$ cat config.mk
export PLATFORM = sky130hd
export DESIGN_NAME = pdsp_min_cell
export DESIGN_NICKNAME = d
export VERILOG_FILES = /design/src/rtl/pdsp_pkg.sv /design/src/rtl/pdsp_min_cell.sv
export SDC_FILE = /design/constraint.sdc
export NUM_CORES = 1
export LEC_CHECK = 0
export BUFFER_PORTS_ARGS = -buffer_cell sky130_fd_sc_hd__buf_2
export CORE_MARGIN = 3
export CORE_UTILIZATION = 40
export DETAILED_ROUTE_END_ITERATION = 6
export PLACE_DENSITY_LB_ADDON = 0.05
export SLEW_MARGIN = 20
export SYNTH_ARGS = -nofsm -noshare
export SYNTH_HDL_FRONTEND = slang
export SYNTH_SLANG_ARGS = --single-unit
$ cat constraint.sdc
create_clock -name clk -period 2.6 [get_ports clk]
set_input_delay 0.78 -clock clk [delete_from_list [all_inputs] [get_ports clk]]
set_output_delay 0.78 -clock clk [all_outputs]
set_load 0.005 [all_outputs]
$ cat src/rtl/pdsp_pkg.sv
`timescale 1ns / 1ps
`default_nettype none
// ----------------------------------------------------------------------------
// PLL divider search package
// Shared types, constants and the reference divider decode.
// ----------------------------------------------------------------------------
package pdsp_pkg;

  localparam int WORD_W     = 32;
  localparam int IDX_W      = 4;
  localparam int NDIV_W     = 18;
  localparam int CFG_IDX_W  = 3;
  localparam int CFG_DATA_W = 1;

  localparam logic [CFG_IDX_W-1:0] CFG_POWER_DOWN       = 3'd0;
  localparam logic [CFG_IDX_W-1:0] CFG_CHARGE_PUMP_HIGH = 3'd1;
  localparam logic [CFG_IDX_W-1:0] CFG_VCO_A_SELECT     = 3'd2;
  localparam logic [CFG_IDX_W-1:0] CFG_VCO_B_SELECT     = 3'd3;
  localparam logic [CFG_IDX_W-1:0] CFG_PHASE_INVERT     = 3'd4;
  localparam logic [CFG_IDX_W-1:0] CFG_ALARM_DISABLE    = 3'd5;

  localparam logic [7:0]        REG_B_BASE   = 8'hA0;
  localparam logic [WORD_W-1:0] ERR_NONE     = 32'hFFFF_FFFF;
  localparam logic [IDX_W-1:0]  IDX_DEFAULT  = 4'd1;
  localparam logic [WORD_W-1:0] NDIV_DEFAULT = 32'd1;

  // Every reference divider is 1, 3, 5 or 15 times a power of two. The odd
  // factors are divided out by reciprocal multiplication, exact for any
  // 32-bit dividend, and the power of two by a shift.
  localparam logic [WORD_W-1:0] RECIP_3     = 32'hAAAA_AAAB;
  localparam logic [WORD_W-1:0] RECIP_5     = 32'hCCCC_CCCD;
  localparam logic [WORD_W-1:0] RECIP_15    = 32'h8888_8889;
  localparam int                RECIP_3_SH  = 33;
  localparam int                RECIP_5_SH  = 34;
  localparam int                RECIP_15_SH = 35;

  typedef struct packed {
    logic power_down;
    logic charge_pump_high;
    logic vco_a_select;
    logic vco_b_select;
    logic phase_invert;
    logic alarm_disable;
  } ctrl_t;

  typedef struct packed {
    logic [WORD_W-1:0] n;
    logic [WORD_W-1:0] err;
    logic              zero;
  } cand_t;

  typedef struct packed {
    logic [IDX_W-1:0]  idx;
    logic [WORD_W-1:0] n;
    logic [WORD_W-1:0] err;
    logic              any;
  } best_t;

  typedef struct packed {
    logic [7:0]        subaddress_byte;
    logic [7:0]        register_a;
    logic [7:0]        register_b;
    logic [7:0]        register_c;
    logic [7:0]        register_d;
    logic [IDX_W-1:0]  reference_index;
    logic [NDIV_W-1:0] main_divider;
    logic [WORD_W-1:0] frequency_error;
    logic              divider_too_large;
    logic              no_valid_step;
  } out_item_t;

  // Channel step for table entry idx, given the reference divided by each odd
  // factor: 128, 160, 192, 240, ... 1536, 1920.
  function automatic logic [WORD_W-1:0] step_for(input logic [WORD_W-1:0] q1,
                                                 input logic [WORD_W-1:0] q3,
                                                 input logic [WORD_W-1:0] q5,
                                                 input logic [WORD_W-1:0] q15,
                                                 input logic [IDX_W-1:0]  idx);
    logic [WORD_W-1:0] r;
    case (idx)
      4'd0:    r = q1 >> 7;
      4'd1:    r = q5 >> 5;
      4'd2:    r = q3 >> 6;
      4'd3:    r = q15 >> 4;
      4'd4:    r = q1 >> 8;
      4'd5:    r = q5 >> 6;
      4'd6:    r = q3 >> 7;
      4'd7:    r = q15 >> 5;
      4'd8:    r = q1 >> 9;
      4'd9:    r = q5 >> 7;
      4'd10:   r = q3 >> 8;
      4'd11:   r = q15 >> 6;
      4'd12:   r = q1 >> 10;
      4'd13:   r = q5 >> 8;
      4'd14:   r = q3 >> 9;
      default: r = q15 >> 7;
    endcase
    return r;
  endfunction

endpackage
`default_nettype wire

$ cat src/rtl/pdsp_min_cell.sv
`timescale 1ns / 1ps
`default_nettype none
// ----------------------------------------------------------------------------
// Best candidate cell
// Folds one candidate into the running best; the earlier candidate wins ties.
// ----------------------------------------------------------------------------
module pdsp_min_cell (
  input  logic                          clk,
  input  logic                          en,
  input  pdsp_pkg::best_t               best_in,
  input  pdsp_pkg::cand_t               cand_in,
  input  logic [pdsp_pkg::IDX_W-1:0]    cand_idx,
  output pdsp_pkg::best_t               best_r
);
  import pdsp_pkg::*;

  best_t best_nxt;

  always_comb begin
    best_nxt = best_in;
    if (!cand_in.zero) begin
      best_nxt.any = 1'b1;
      if (cand_in.err < best_in.err) begin
        best_nxt.idx = cand_idx;
        best_nxt.n   = cand_in.n;
        best_nxt.err = cand_in.err;
      end
    end
  end

  always_ff @(posedge clk) begin
    if (en) begin
      best_r <= best_nxt;
    end
  end
endmodule
`default_nettype wire

==> summary by stage <==
Worst setup path
The worst setup path is launched from an input port. The top fanout value on the critical path is 8. Data arrives at the worst endpoint at 2.65 ns. The critical path is of the in -> reg type.

STA puts the critical path data required time at 2.70 ns. The critical path endpoint category is a flop.

Floorplanning
The number of placed I/O pins is 209. The vertical extent of the die is 102 microns. The width of the die is 102 microns. The die covers 0.0104 sq mm.

The placeable core region is 0.00885 sq mm. The placement row count is 34. The starting utilization of the core area is 41.8%.

Synth
The number of unique standard cell types used by synthesis is 29. After synthesis, flip-flops and latches occupy 56.1% of the total area. The cell area after synthesis is 0.00370 sq mm.

The synthesized design contains 69 register bits. The number of nets handed over by synthesis was 424. The count of warnings emitted by yosys is 0.

Sorting the synthesized cells by area gives the leading types as edfxtp_1 (56%), mux2_2 (15%), ha_1 (10%). Synthesis handed over a netlist of 253 instances. The share of the synthesized area in the top cell type is 56.1%. The largest total area in the synthesized netlist belongs to edfxtp_1. Dividing the synthesized area by the synthesized cell count gives 14.6 sq um.

Detailed routing
After detailed routing, the average wire length per cell comes to 15.0 microns. The DRC violations left is 0. Using the TritonRoute via totals, the vias-per-cell ratio works out to 4.77. The post-detailed-routing wire length is 9010 microns. The number of optimization iterations in the first detailed-route pass is 4. The total via count in the routed design is 2859.

The post-detailed-route count of antenna-violating nets is 0. The initial DRC count is 52.

Power
Cell internal power was estimated by the tool at 2290 uW. The part of the power in the clock network is 32.7%. The net switching component of the power is 743 uW. Dividing total power by cell area gives a power density of 547 mW/mm^2.

The total design power is 3040 uW. The fraction of power spent switching nets is 24.5%. The highest ir drop seen on vdd is 0.294 mV.

For this design the static power due to leakage is 0.00263 uW. Of the total power, combinational logic draws 21.7%. Of the total power, registers draw 45.6%.

Clocking
The depth of the CTS H-tree is 3. The number of clock buffers added by TritonCTS is 9. The clock-pin slew on the worst setup and hold paths is 0.08 ns. The clock tree from TritonCTS is done.

The number of buffers on the longest clock path is 2. The master cell of the clock root buffer is clkbuf_8. The CTS sink count is 69.

Global route
The via count of the first global-routing pass is 2727. Summed over all layers, the global routing overflow is 0. The combined global-route utilization of all metal layers is 15.9%.

The maximum number of pins on one net before global-route repair is 70. The first global-routing pass estimated 12700 microns of wire. The initial antenna violation count is 0.

Timing
Setup repair after global routing could not meet its margin everywhere. The final max-slew violation count is 0. For this run, the top clock speed supported by timing is 392 MHz. For the pin with the worst max-slew slack, the measured transition is 0.403 ns. The final hold violation count is 0. The post-route fraction of the period consumed by the critical path is 98.1%. The setup-violating endpoint count in the final report is 0.

In this run the tightest slew margin relative to its limit is 73.2%. The final critical-path required period is 2.55 ns.

Cells and area
Leaving out fill and tap cells, the most frequent cell in the layout is buf_2. In the layout the commonest cells are buf_2 (205), edfxtp_1 (69), mux2_2 (44). The antenna diode count is 0. Relative to the synthesized area, the layout overhead comes to 50.2%. After the last flow step, the layout net total stands at 657. The register with the most flip-flops is best_r.

Cells fill 62.7% of the core in the end. The largest registers in the layout are best_r: 69 flops. The number of flip-flops in the largest register is 69.

The post-route standard cell area excluding fillers is 0.00555 sq mm. The proportion of layout cells with a drive suffix above 1 is 67.4%.

Place
Buffers placed on the I/O ports in this run total 208. The final weighted congestion in routability-driven placement is 0.739. After legalization and detailed placement, the total HPWL measured 6960 microns. The placement-stage cell area is 0.00519 sq mm.

Status
The flow ran to the end, and the final reports show no timing, DRC or antenna violations.

Hold path
The class of the tightest hold or removal check is in -> reg.

Flow run
The tool flagged a number of max-cap violations equal to 0.
-- through the flow --
stage	setup WS, ns	std cells	hold slack, ns	setup TNS, ns
4_1_cts	0.00765	592	0.674	0
6_report	0.0503	599	0.695	0
5_1_grt	-0.0429	599	0.697	-0.798
3_5_place_dp	-0.400	576	1.04	-24.61
2_1_floorplan	-0.0301	253	0.892	-0.541
3_3_place_gp	-0.308	576	1.05	-19.69
-- Yosys cell counts --
library cell / instances
a221o_1: 1
inv_1: 31
o21ai_0: 1
buf_4: 4
or2_1: 1
nor4_2: 1
nand4_1: 5
a21o_1: 4
nand3_1: 4
a211oi_1: 1
o21ai_1: 1
a31oi_1: 1
nand2b_1: 2
a21oi_1: 9
o211ai_1: 1
mux2_2: 48
edfxtp_1: 69
a211o_1: 1
nand2_1: 6
o2111ai_1: 1
nor3_2: 1
and4_1: 1
nand3_2: 1
buf_6: 3
ha_1: 31
and2_1: 1
mux2_1: 20
nor2_1: 2
a221oi_1: 1
-- final cells by class --
type	instances	area [sq um]
Multi-Input combinational cell	146	1670
Sequential cell	69	2070
Clock inverter	7	97.6
Tap cell	108	135
Timing Repair Buffer	229	1320
Inverter	31	131
Clock buffer	9	124
Fill cell	736	3300
-- logic make-up after synthesis --
logic type,synth area share (%)
DFF,56.1
muxes,20.7
buffers and inverters,4.87
adders and majority gates,10.5
and+or+nand+nor,3.99
AOI/OAI and AO/OA,3.86
-- critical path, cell delays in order --
cell       delay [ns]
buf_2            0.13
ha_4             0.26
nand4_1          0.11
or2_4            0.28
nor3_4           0.13
nand4_1          0.16
nand3_4          0.15
buf_4            0.16
clkbuf_16        0.16
mux2_2           0.33
-- per-layer routing --
metal	up-vias	wire (microns)	global-route usage (%)
met5	-	0	0
met4	0	138	5.35
met3	11	818	5.67
met2	115	4620	27.1
met1	1311	3440	18.5
li1	1422	-	-
-- power by group through the flow --
stage / clock network, uW / logic, uW / registers, uW
floorplan: 0 / 277 / 1430
global placement: 0 / 617 / 1410
detailed placement: 0 / 626 / 1410
CTS: 1030 / 630 / 1390
global route: 1070 / 730 / 1400
finish: 993 / 658 / 1390
-- repair_timing --
action,CTS,global route
gates resized for setup,2,11
setup endpoints to repair,19,63
setup buffers,0,4
pin swaps,1,0
cloned,0,3
hold buffers,0,0
-- final timing paths --
kind / cells after the start / endpoint / startpoint
max: 10 / best_r[18]$_DFFE_PP_ / cand_in[30]
min: 2 / best_r[0]$_SDFFCE_PN1P_ / best_in[0]
(Power assumes the default switching activity.)
