--- src/rtl/pdsp_pkg.sv ---
`timescale 1ns / 1ps
`default_nettype none
// ----------------------------------------------------------------------------
// PLL divider search package
// Shared types, constants and the reference divider decode.
// ----------------------------------------------------------------------------
package pdsp_pkg;

  localparam int WORD_W     = 32;
  localparam int IDX_W      = 4;
  localparam int NDIV_W     = 18;
  localparam int CFG_IDX_W  = 3;
  localparam int CFG_DATA_W = 1;

  localparam logic [CFG_IDX_W-1:0] CFG_POWER_DOWN       = 3'd0;
  localparam logic [CFG_IDX_W-1:0] CFG_CHARGE_PUMP_HIGH = 3'd1;
  localparam logic [CFG_IDX_W-1:0] CFG_VCO_A_SELECT     = 3'd2;
  localparam logic [CFG_IDX_W-1:0] CFG_VCO_B_SELECT     = 3'd3;
  localparam logic [CFG_IDX_W-1:0] CFG_PHASE_INVERT     = 3'd4;
  localparam logic [CFG_IDX_W-1:0] CFG_ALARM_DISABLE    = 3'd5;

  localparam logic [7:0]        REG_B_BASE   = 8'hA0;
  localparam logic [WORD_W-1:0] ERR_NONE     = 32'hFFFF_FFFF;
  localparam logic [IDX_W-1:0]  IDX_DEFAULT  = 4'd1;
  localparam logic [WORD_W-1:0] NDIV_DEFAULT = 32'd1;

  // Every reference divider is 1, 3, 5 or 15 times a power of two. The odd
  // factors are divided out by reciprocal multiplication, exact for any
  // 32-bit dividend, and the power of two by a shift.
  localparam logic [WORD_W-1:0] RECIP_3     = 32'hAAAA_AAAB;
  localparam logic [WORD_W-1:0] RECIP_5     = 32'hCCCC_CCCD;
  localparam logic [WORD_W-1:0] RECIP_15    = 32'h8888_8889;
  localparam int                RECIP_3_SH  = 33;
  localparam int                RECIP_5_SH  = 34;
  localparam int                RECIP_15_SH = 35;

  typedef struct packed {
    logic power_down;
    logic charge_pump_high;
    logic vco_a_select;
    logic vco_b_select;
    logic phase_invert;
    logic alarm_disable;
  } ctrl_t;

  typedef struct packed {
    logic [WORD_W-1:0] n;
    logic [WORD_W-1:0] err;
    logic              zero;
  } cand_t;

  typedef struct packed {
    logic [IDX_W-1:0]  idx;
    logic [WORD_W-1:0] n;
    logic [WORD_W-1:0] err;
    logic              any;
  } best_t;

  typedef struct packed {
    logic [7:0]        subaddress_byte;
    logic [7:0]        register_a;
    logic [7:0]        register_b;
    logic [7:0]        register_c;
    logic [7:0]        register_d;
    logic [IDX_W-1:0]  reference_index;
    logic [NDIV_W-1:0] main_divider;
    logic [WORD_W-1:0] frequency_error;
    logic              divider_too_large;
    logic              no_valid_step;
  } out_item_t;

  // Channel step for table entry idx, given the reference divided by each odd
  // factor: 128, 160, 192, 240, ... 1536, 1920.
  function automatic logic [WORD_W-1:0] step_for(input logic [WORD_W-1:0] q1,
                                                 input logic [WORD_W-1:0] q3,
                                                 input logic [WORD_W-1:0] q5,
                                                 input logic [WORD_W-1:0] q15,
                                                 input logic [IDX_W-1:0]  idx);
    logic [WORD_W-1:0] r;
    case (idx)
      4'd0:    r = q1 >> 7;
      4'd1:    r = q5 >> 5;
      4'd2:    r = q3 >> 6;
      4'd3:    r = q15 >> 4;
      4'd4:    r = q1 >> 8;
      4'd5:    r = q5 >> 6;
      4'd6:    r = q3 >> 7;
      4'd7:    r = q15 >> 5;
      4'd8:    r = q1 >> 9;
      4'd9:    r = q5 >> 7;
      4'd10:   r = q3 >> 8;
      4'd11:   r = q15 >> 6;
      4'd12:   r = q1 >> 10;
      4'd13:   r = q5 >> 8;
      4'd14:   r = q3 >> 9;
      default: r = q15 >> 7;
    endcase
    return r;
  endfunction

endpackage
`default_nettype wire

--- src/rtl/pdsp_div_cell.sv ---
`timescale 1ns / 1ps
`default_nettype none
// ----------------------------------------------------------------------------
// Restoring divider cell
// One quotient bit per cell; remainder and quotient share one shift word.
// ----------------------------------------------------------------------------
module pdsp_div_cell (
  input  logic                           clk,
  input  logic                           en,
  input  logic [2*pdsp_pkg::WORD_W-1:0]  acc_in,
  input  logic [pdsp_pkg::WORD_W-1:0]    div_in,
  output logic [2*pdsp_pkg::WORD_W-1:0]  acc_r,
  output logic [pdsp_pkg::WORD_W-1:0]    div_r
);
  import pdsp_pkg::*;

  logic [2*WORD_W:0]   sh;
  logic [WORD_W:0]     hi;
  logic [WORD_W:0]     hi_sub;
  logic                ge;
  logic [2*WORD_W-1:0] acc_nxt;

  always_comb begin
    sh      = {acc_in, 1'b0};
    hi      = sh[2*WORD_W:WORD_W];
    ge      = (hi >= {1'b0, div_in});
    hi_sub  = ge ? (hi - {1'b0, div_in}) : hi;
    acc_nxt = {hi_sub[WORD_W-1:0], sh[WORD_W-1:1], ge};
  end

  always_ff @(posedge clk) begin
    if (en) begin
      acc_r <= acc_nxt;
      div_r <= div_in;
    end
  end
endmodule
`default_nettype wire

--- config.mk ---
export PLATFORM = sky130hd
export DESIGN_NAME = pdsp_div_cell
export DESIGN_NICKNAME = d
export VERILOG_FILES = /design/src/rtl/pdsp_pkg.sv /design/src/rtl/pdsp_div_cell.sv
export SDC_FILE = /design/constraint.sdc
export NUM_CORES = 1
export LEC_CHECK = 0
export ABC_AREA = 0
export BUFFER_PORTS_ARGS = -buffer_cell sky130_fd_sc_hd__buf_2
export CAP_MARGIN = 0
export CORE_MARGIN = 2
export CORE_UTILIZATION = 45
export DETAILED_ROUTE_END_ITERATION = 10
export PLACE_DENSITY = 0.77
export SYNTH_ARGS = -nofsm -noshare
export SYNTH_HDL_FRONTEND = slang
export SYNTH_SLANG_ARGS = --single-unit
--- constraint.sdc ---
create_clock -name clk -period 8.8 [get_ports clk]
set_clock_uncertainty 0.2 [all_clocks]
set_input_delay 2.64 -clock clk [delete_from_list [all_inputs] [get_ports clk]]
set_output_delay 2.64 -clock clk [all_outputs]
set_load 0.005 [all_outputs]
==> flow_metrics.tcl, run 1 <==
set metrics [dict create \
    holdPathStages 1 \
    hold_end "acc_r[23]" \
    grt-ovfl-total 0 \
    relSlewSlack_pct 21.43 \
    drive_gt1_share_pct 34.72 \
    fin_nets 774 \
    synth_edf_count 96 \
    syn_area_um2 5210 \
    yosysWarnings 0 \
    setup-tns-final_ps 0 \
    cts_resized 0 \
    async_flop_share_pct 0 \
    die-area_um2 12450 \
    tightest_slew_ps 1178 \
    rsz0062_at_grt "false" \
    placed_cell_area_um2 6255 \
    p_leak_nw 2.949 \
    start_util_pct 45.82 \
    grt_antenna_before_repair 0 \
    syn_avg_cell_area_um2 11.45 \
    gp_congestion 0.8850 \
    crit_path_max_fanout 56 \
    hold_violations 0 \
    fp.coreArea_um2 11370 \
    detail_route.iter0.violations 246 \
    wirelength_um 12740 \
    p_per_area_nw_per_um2 188.2 \
    drc 0 \
    status "finished clean" \
    synthFlopType "edfxtp_1" \
    clock_path_buffers 2 \
    critical-path-max-stage-delay_ps 930 \
    portBuffers 193 \
    path_class "in2reg" \
    post-route-period-util_pct 66.15 \
    cts_setup_buffers 0 \
    worstPathArrival_ps 5730 \
    grt_pass1_vias 4132 \
    ant_nets 0 \
    diodes 0 \
    grt_max_degree 61 \
    end_kind "register" \
    grt_pass1_wl_um 20420 \
    area_growth_pct 25.58 \
    first_pass_iters 4 \
    drv_cap 0 \
    die_y_um 111.6 \
    clk_pin_slew_ps 70 \
    placementRows 39 \
    final_max_slew_viol_count 0 \
    pin_count 194 \
    yosys.area.top_type_share_pct 55.33 \
    yosysMostFrequentCell "edfxtp_1" \
    h-tree-depth 3 \
    maxClockFrequency_mhz 171.8 \
    fin_area_um2 6543 \
    syn-instance-count 455 \
    synth.largest_area_cell "edfxtp_1" \
    vias 4167 \
    slowest_stage "o21a_2" \
    worstPathRequired_ps 8710 \
    synth-seq-cells 96 \
    die_w_um 111.6 \
    ys_types 49 \
    track_usage_pct 20.84 \
    min_period_ps 5821 \
    via_per_inst 5.268 \
    yosysSeqAreaShare_pct 55.33 \
    hold_class "in2reg" \
    start_kind "input port" \
    crit_chain "buf_2 -> inv_1 -> ha_1 -> and3_1 -> nand4_1 -> nor4b_1 -> a21o_1 -> o21a_2 -> o21ai_0 -> o21a_1" \
    cts_hold_buf 0 \
    holdCritStartpoint "acc_in[22]" \
    synth_fp_nets 586 \
    wl_per_cell_um 16.11 \
    setup_viol 0 \
    synth.area.top_cells "edfxtp_1, ha_1, a21oi_1" \
    numClockSinks 96 \
    ys_top_cells_by_count "edfxtp_1, a21oi_1, inv_1" \
    cts_tree "built" \
    place_hpwl_um 9862 \
    clock-root-buffer "clkbuf_16" \
    cts_inserted_buffers 9 \
    ir_worst_vdd_uv 133.3 \
]
-- critical path: cells and delay by family --
kind / cells / cell delay, ps
adder cells (fa/ha/maj): 1 / 420
AND/OR/NAND/NOR: 3 / 960
AO/OA/AOI/OAI: 4 / 1570
buffers and inverters: 2 / 120
-- cells in the final DEF, fill, tap and decap left out, types with 4 or more instances in the layout --
cell type | Yosys | routed
a21o_1 | 8 | 8
a21oi_1 | 54 | 54
buf_2 | 5 | 192
clkbuf_16 | 0 | 9
edfxtp_1 | 96 | 96
ha_1 | 32 | 32
inv_1 | 46 | 46
mux2_4 | 8 | 8
nand2_1 | 24 | 24
nand2b_1 | 7 | 7
nand3_1 | 8 | 8
nand4_1 | 8 | 8
nor2_1 | 37 | 37
o21a_1 | 6 | 5
o21ai_0 | 17 | 17
o21ai_1 | 4 | 4
o21bai_1 | 5 | 5
o31ai_1 | 7 | 7
xnor2_1 | 16 | 16
xor2_1 | 10 | 10
-- layout make-up --
cell class                      count  area, um2
Inverter                           46      172.7
Sequential cell                    96       2883
Tap cell                          143      178.9
Clock buffer                        9      225.2
Fill cell                         985       4827
Multi-Input combinational cell    296       2044
Timing Repair Buffer              194      975.9
Clock inverter                      7      62.56
-- power by group --
part | leakage [nW] | total, mW | switching (mW) | internal, mW
Clock | 0.132 | 0.378 | 0.181 | 0.197
Combinational | 1.88 | 0.276 | 0.149 | 0.126
Sequential | 0.940 | 0.578 | 0.0130 | 0.565
Total | 2.95 | 1.23 | 0.343 | 0.888
-- cells by family after synthesis --
logic type,synth area share (%)
and+or+nand+nor,10.04
buffers and inverters,5.451
adders and majority gates,8.069
xor gates and xnor gates,4.371
AOI/OAI and AO/OA,14.05
DFF,55.33
muxes,2.690
-- sequential cells by signal (all words and copies together), names as in the netlist --
signal / flops
acc_r: 64
div_r: 32
-- metal layers --
metal	track usage [%]	wire length, um	up-vias
met1	25.20	5304	1964
met3	5.498	931	12
met2	35.98	6294	155
met5	0	0	-
li1	-	-	2036
met4	7.654	210	0
-- per-stage QoR --
step	util (%)	cells	hold WS, ps	power [mW]	worst slack, ps
floorplan	-	455	2539	0.7519	3608
global placement	55.01	775	2617	0.8555	2830
detailed placement	55.01	775	2618	0.8637	2623
CTS	57.54	791	2242	1.242	2993
global route	57.54	791	2249	1.287	2604
finish	57.54	791	2254	1.231	2979
-- how the worst max path moves through the flow --
stage | cells past startpoint | end | startpoint
floorplan | 11 | acc_r[36] | div_in[23]
global placement | 10 | acc_r[35] | div_in[23]
detailed placement | 10 | acc_r[35] | div_in[23]
CTS | 10 | acc_r[35] | div_in[23]
global route | 10 | acc_r[35] | div_in[23]
finish | 10 | acc_r[35] | div_in[23]
Note: power is estimated with default switching activity, not from simulation.
==> inputs of run 2 (changes only) <==
ABC_AREA = 1   (was 0)
PLACE_DENSITY = 0.75   (was 0.77)
clock period = 5.5 ns   (was 8.8 ns; I/O delays follow)
==> run 2 against run 1 <==
Compared with the run above: combinational power rose by 73%; via count rose by 26%; setup slack worse by 1100 ps; clock-buffer cell count unchanged; non-clock buffer count rose by 2; synthesized cell count is 64% higher; sequential power is 58% higher; worst hold slack worse by 990 ps; sequential share of layout area is 5.6 points lower; final cell count rose by 42%; largest cell class unchanged.
==> flow_metrics.tcl, run 2 <==
set metrics [dict create \
    gp_congestion 0.9055 \
    h-tree-depth 3 \
    synth_fp_nets 879 \
    die_y_um 120.2 \
    cts_tree "built" \
    final_max_slew_viol_count 0 \
    portBuffers 193 \
    intPower_mw 1.399 \
    hold_class "in2reg" \
    track_usage_pct 22.07 \
    ir_worst_vdd_uv 125.1 \
    detail_route.iter0.violations 247 \
    grt_antenna_before_repair 0 \
    syn_avg_cell_area_um2 8.124 \
    yosysWarnings 0 \
    place_hpwl_um 12230 \
    ys_types 29 \
    numClockSinks 96 \
    first_pass_iters 5 \
    rsz0062_at_grt "false" \
    cts_hold_buf 0 \
    fin_nets 1076 \
    grt_max_degree 73 \
    wl_per_cell_um 13.81 \
    placementRows 42 \
    fillerInstances 1290 \
    ys_top_cells_by_count "nand2_1, inv_1, edfxtp_1" \
    worstPathRequired_ps 5520 \
    top_layer "met4" \
    syn_area_um2 6077 \
    switching_power_mw 0.6025 \
    die-area_um2 14450 \
    clock_path_buffers 2 \
    drive_gt1_share_pct 25.68 \
    async_flop_share_pct 0 \
    status "finished clean" \
    relSlewSlack_pct 40.61 \
    drv_cap 0 \
    p_per_area_nw_per_um2 267.2 \
    setup_viol 0 \
    yosys.area.top_type_share_pct 47.44 \
    yosysSeqAreaShare_pct 47.44 \
    clkPwrFrac_pct 30.5 \
    pin_count 194 \
    syn-instance-count 748 \
    grt-ovfl-total 0 \
    top_register "acc_r" \
    start_util_pct 46.07 \
    synth-seq-cells 96 \
    final_cell_mix "nand2_1, buf_2, inv_1, edfxtp_1, nand3_1" \
    end_kind "register" \
    tightest_slew_ps 890.9 \
    cpMostUsedCell "nand2_1" \
    area_growth_pct 23.29 \
    slowest_stage "buf_4" \
    synth.area.top_cells "edfxtp_1, nand2_1, inv_1" \
    met2WireLength_um 7006 \
    die_w_um 120.2 \
    synth.largest_area_cell "edfxtp_1" \
    drc 0 \
    grt_pass1_vias 5153 \
    p_sw_share_pct 30.10 \
    final_common_cell "nand2_1" \
    synth_edf_count 96 \
    worstPathArrival_ps 3650 \
    clk_pin_slew_ps 70 \
    critical-path-max-stage-delay_ps 390 \
    clock-root-buffer "clkbuf_16" \
    p_leak_nw 4.008 \
    cts_resized 0 \
    hold_violations 0 \
    cpLargestDelayFamily "simple AND/OR/NAND/NOR gates" \
    power_frac_comb_pct 23.8 \
    largest_reg_flops 64 \
    yosysMostFrequentCell "nand2_1" \
    timing.critical_path.buf_inv 4 \
    cts_setup_buffers 0 \
    wirelength_um 15550 \
    path_class "in2reg" \
    largest_registers "acc_r x64, div_r x32" \
    crit_path_max_fanout 20 \
    wl_met1_um 7123 \
    ant_nets 0 \
    setup-tns-final_ps 0 \
    power_mw 2.002 \
    via_per_inst 4.681 \
    maxClockFrequency_mhz 276.0 \
    grt_pass1_wl_um 24800 \
    start_kind "input port" \
    vias 5271 \
    fp.coreArea_um2 13190 \
    min_period_ps 3624 \
    crit_chain "buf_2 -> ha_1 -> nand2_1 -> inv_1 -> nand2_1 -> nand2_1 -> inv_1 -> a21oi_1 -> nor2_4 -> buf_4 -> nand3_1 -> nand2_1" \
    wl_met3_um 1057 \
    pwr-share-seq_pct 45.7 \
    post-route-period-util_pct 65.89 \
    synthFlopType "edfxtp_1" \
    cts_inserted_buffers 9 \
    diodes 0 \
]
run 2: area by class of cell:
cell class	instances	area, um2	share of cell area (%)
sequential	96	2883	38.48
multi-input combinational	490	2542	33.93
timing repair buffer	196	991.0	13.23
inverter	152	570.5	7.615
clock buffer	9	225.2	3.006
tap	176	220.2	2.939
clock inverter	7	60.06	0.8016
run 2: worst paths after layout:
path       start         to  slack, ps  depth (start not counted)
min   acc_in[15]  acc_r[16]       1260                          1
max   acc_in[55]  acc_r[55]       1880                         12
run 2: metrics by stage:
stage / util, % / hold WS [ps] / instance area, um2 / setup WS (ps) / std cells
final: 56.80 / 1260 / 7492 / 1876 / 1126
after global routing: 56.80 / 1245 / 7492 / 1669 / 1126
after CTS: 56.80 / 1256 / 7492 / 1879 / 1126
after detailed placement: 54.64 / 1628 / 7207 / 1503 / 1110
after global placement: 54.64 / 1626 / 7207 / 1529 / 1110
after floorplan: - / 1549 / 6077 / 2037 / 748
run 2: logic make-up after synthesis:
family / Yosys count / synth area share [%]
AND/OR/NAND/NOR: 419 / 30.88
adder cells (fa/ha/maj): 33 / 6.918
flip-flops: 96 / 47.44
buffers and inverters: 162 / 10.73
XOR/XNOR: 14 / 2.018
AO/OA/AOI/OAI: 24 / 2.018
run 2: power by group through the flow:
stage                     sequential [mW]  combinational [mW]  clock, mW
after floorplan                     0.944               0.273          0
after global placement              0.929               0.471          0
after detailed placement            0.931               0.479          0
after CTS                           0.916               0.480      0.626
after global routing                0.921               0.544      0.658
final                               0.915               0.477      0.610
run 2: metal layers:
layer / up-vias / global-route usage (%)
met5: - / 0
met4: 0 / 8.358
met3: 26 / 4.623
met2: 168 / 35.58
met1: 2340 / 29.38
li1: 2737 / -
==> inputs of run 3 (changes only) <==
PLACE_DENSITY = 0.78   (was 0.75)
clock period = 3.22 ns   (was 5.5 ns; I/O delays follow)
==> run 3 against run 2 <==
Compared with the run above: final area is 3.5% higher; worst hold slack got worse by 680 ps; critical path type unchanged; via count rose by 1.2%; critical path depth unchanged; critical endpoint is now acc_r[32]; global-route usage grew 0.13 points; power up 73%.
==> flow_metrics.tcl, run 3 (synthesis results as in run 2) <==
set metrics [dict create \
    cpLargestDelayFamily "simple AND/OR/NAND/NOR gates" \
    setup_viol 0 \
    post-route-period-util_pct 92.03 \
    status "finished clean" \
    power_mw 3.470 \
    start_util_pct 46.07 \
    largest_reg_flops 64 \
    top_register "acc_r" \
    min_period_ps 2963 \
    p_per_area_nw_per_um2 447.6 \
    area_growth_pct 27.59 \
    gp_congestion 0.9346 \
    die-area_um2 14450 \
    ant_nets 0 \
    detail_route.iter0.violations 316 \
    first_pass_iters 8 \
    placedCellCount 1138 \
    power_frac_comb_pct 25.1 \
    clock_path_buffers 2 \
    fillerInstances 1243 \
    die_y_um 120.2 \
    end_kind "register" \
    p_leak_nw 4.163 \
    rsz0062_at_grt "false" \
    worstPathRequired_ps 3120 \
    final_cell_mix "nand2_1, buf_2, inv_1, edfxtp_1, nand3_1" \
    pwr-share-seq_pct 44.9 \
    cts_hold_buf 0 \
    grt_pass1_wl_um 24900 \
    crit_chain "buf_2 -> ha_1 -> nand2_1 -> nor2_1 -> nand2_1 -> nor2_2 -> nand2_1 -> nand3_1 -> nor2_4 -> nand2_8 -> nand2_1 -> o21ai_0" \
    hold_class "in2reg" \
    start_kind "input port" \
    numClockSinks 96 \
    switching_power_mw 1.038 \
    cts_inserted_buffers 9 \
    track_usage_pct 22.20 \
    worstPathArrival_ps 2860 \
    clk_pin_slew_ps 70 \
    grt-ovfl-total 0 \
    vias 5333 \
    ir_worst_vdd_uv 219.1 \
    intPower_mw 2.433 \
    p_sw_share_pct 29.90 \
    cts_setup_buffers 0 \
    critical-path-max-stage-delay_ps 400 \
    grt_antenna_before_repair 0 \
    hold_violations 0 \
    drc 0 \
    die_w_um 120.2 \
    timing.critical_path.buf_inv 1 \
    grt_max_degree 36 \
    h-tree-depth 3 \
    clock-root-buffer "clkbuf_16" \
    placementRows 42 \
    fp.coreArea_um2 13190 \
    crit_path_max_fanout 35 \
    diodes 0 \
    drv_cap 0 \
    relSlewSlack_pct 68.46 \
    cts_tree "built" \
    final_max_slew_viol_count 0 \
    largest_registers "acc_r x64, div_r x32" \
    final_common_cell "nand2_1" \
    tightest_slew_ps 471.9 \
    slowest_stage "nor2_4" \
    via_per_inst 4.621 \
    stdcell_count 1154 \
    place_hpwl_um 12640 \
    cts_resized 0 \
    path_class "in2reg" \
    drive_gt1_share_pct 27.91 \
    portBuffers 193 \
    clkPwrFrac_pct 30.0 \
    grt_pass1_vias 5125 \
    maxClockFrequency_mhz 337.5 \
    cpMostUsedCell "nand2_1" \
    fin_nets 1104 \
    wl_per_cell_um 13.59 \
    pin_count 194 \
    wirelength_um 15680 \
]
==> run 3: cell count changes in the layout (fill, tap and decap cells not counted), sizes merged <==
cell,change
buf,+28
==> run 3: final cells by class <==
type	count	area [um2]	share of cell area (%)
Sequential cell	96	2883	37.18
Multi-Input combinational cell	490	2542	32.79
Timing Repair Buffer	224	1251	16.14
Inverter	152	570.5	7.358
Clock buffer	9	225.2	2.905
Tap cell	176	220.2	2.840
Clock inverter	7	61.31	0.7907
==> run 3: per-stage QoR <==
step | setup WS (ps) | util [%] | instance area (um2) | hold slack, ps | setup TNS [ps]
2_1_floorplan | 441.5 | - | 6077 | 864.9 | 0
3_3_place_gp | -56.72 | 56.61 | 7467 | 942.5 | -1157
3_5_place_dp | -172.5 | 56.61 | 7467 | 944.3 | -4236
4_1_cts | 214.5 | 58.78 | 7754 | 567.8 | 0
5_1_grt | 100.8 | 58.78 | 7754 | 561.5 | 0
6_report | 256.7 | 58.78 | 7754 | 581.8 | 0
==> run 3: per-layer routing <==
| layer | share of wire, % | vias up | wire [um] | GRT usage, % |
|---|---|---|---|---|
| li1 | - | 2808 | - | - |
| met1 | 46 | 2321 | 7177 | 29.24 |
| met2 | 45 | 183 | 7123 | 36.12 |
| met3 | 7.0 | 21 | 1100 | 5.330 |
| met4 | 1.8 | 0 | 280 | 7.413 |
| met5 | 0 | - | 0 | 0 |
==> run 3: path summary, 6_finish.rpt <==
kind	start	to	slack (ps)	cells after the start
worst max-delay path	acc_in[51]	acc_r[32]	260	12
worst min-delay path	acc_in[8]	acc_r[9]	580	1
==> run 3: power by group through the flow <==
| stage | logic, mW | clock network, mW | registers [mW] |
|---|---|---|---|
| floorplan | 0.466 | 0 | 1.61 |
| global placement | 0.860 | 0 | 1.58 |
| detailed placement | 0.872 | 0 | 1.59 |
| CTS | 0.877 | 1.06 | 1.56 |
| global route | 0.986 | 1.13 | 1.57 |
| finish | 0.871 | 1.04 | 1.56 |
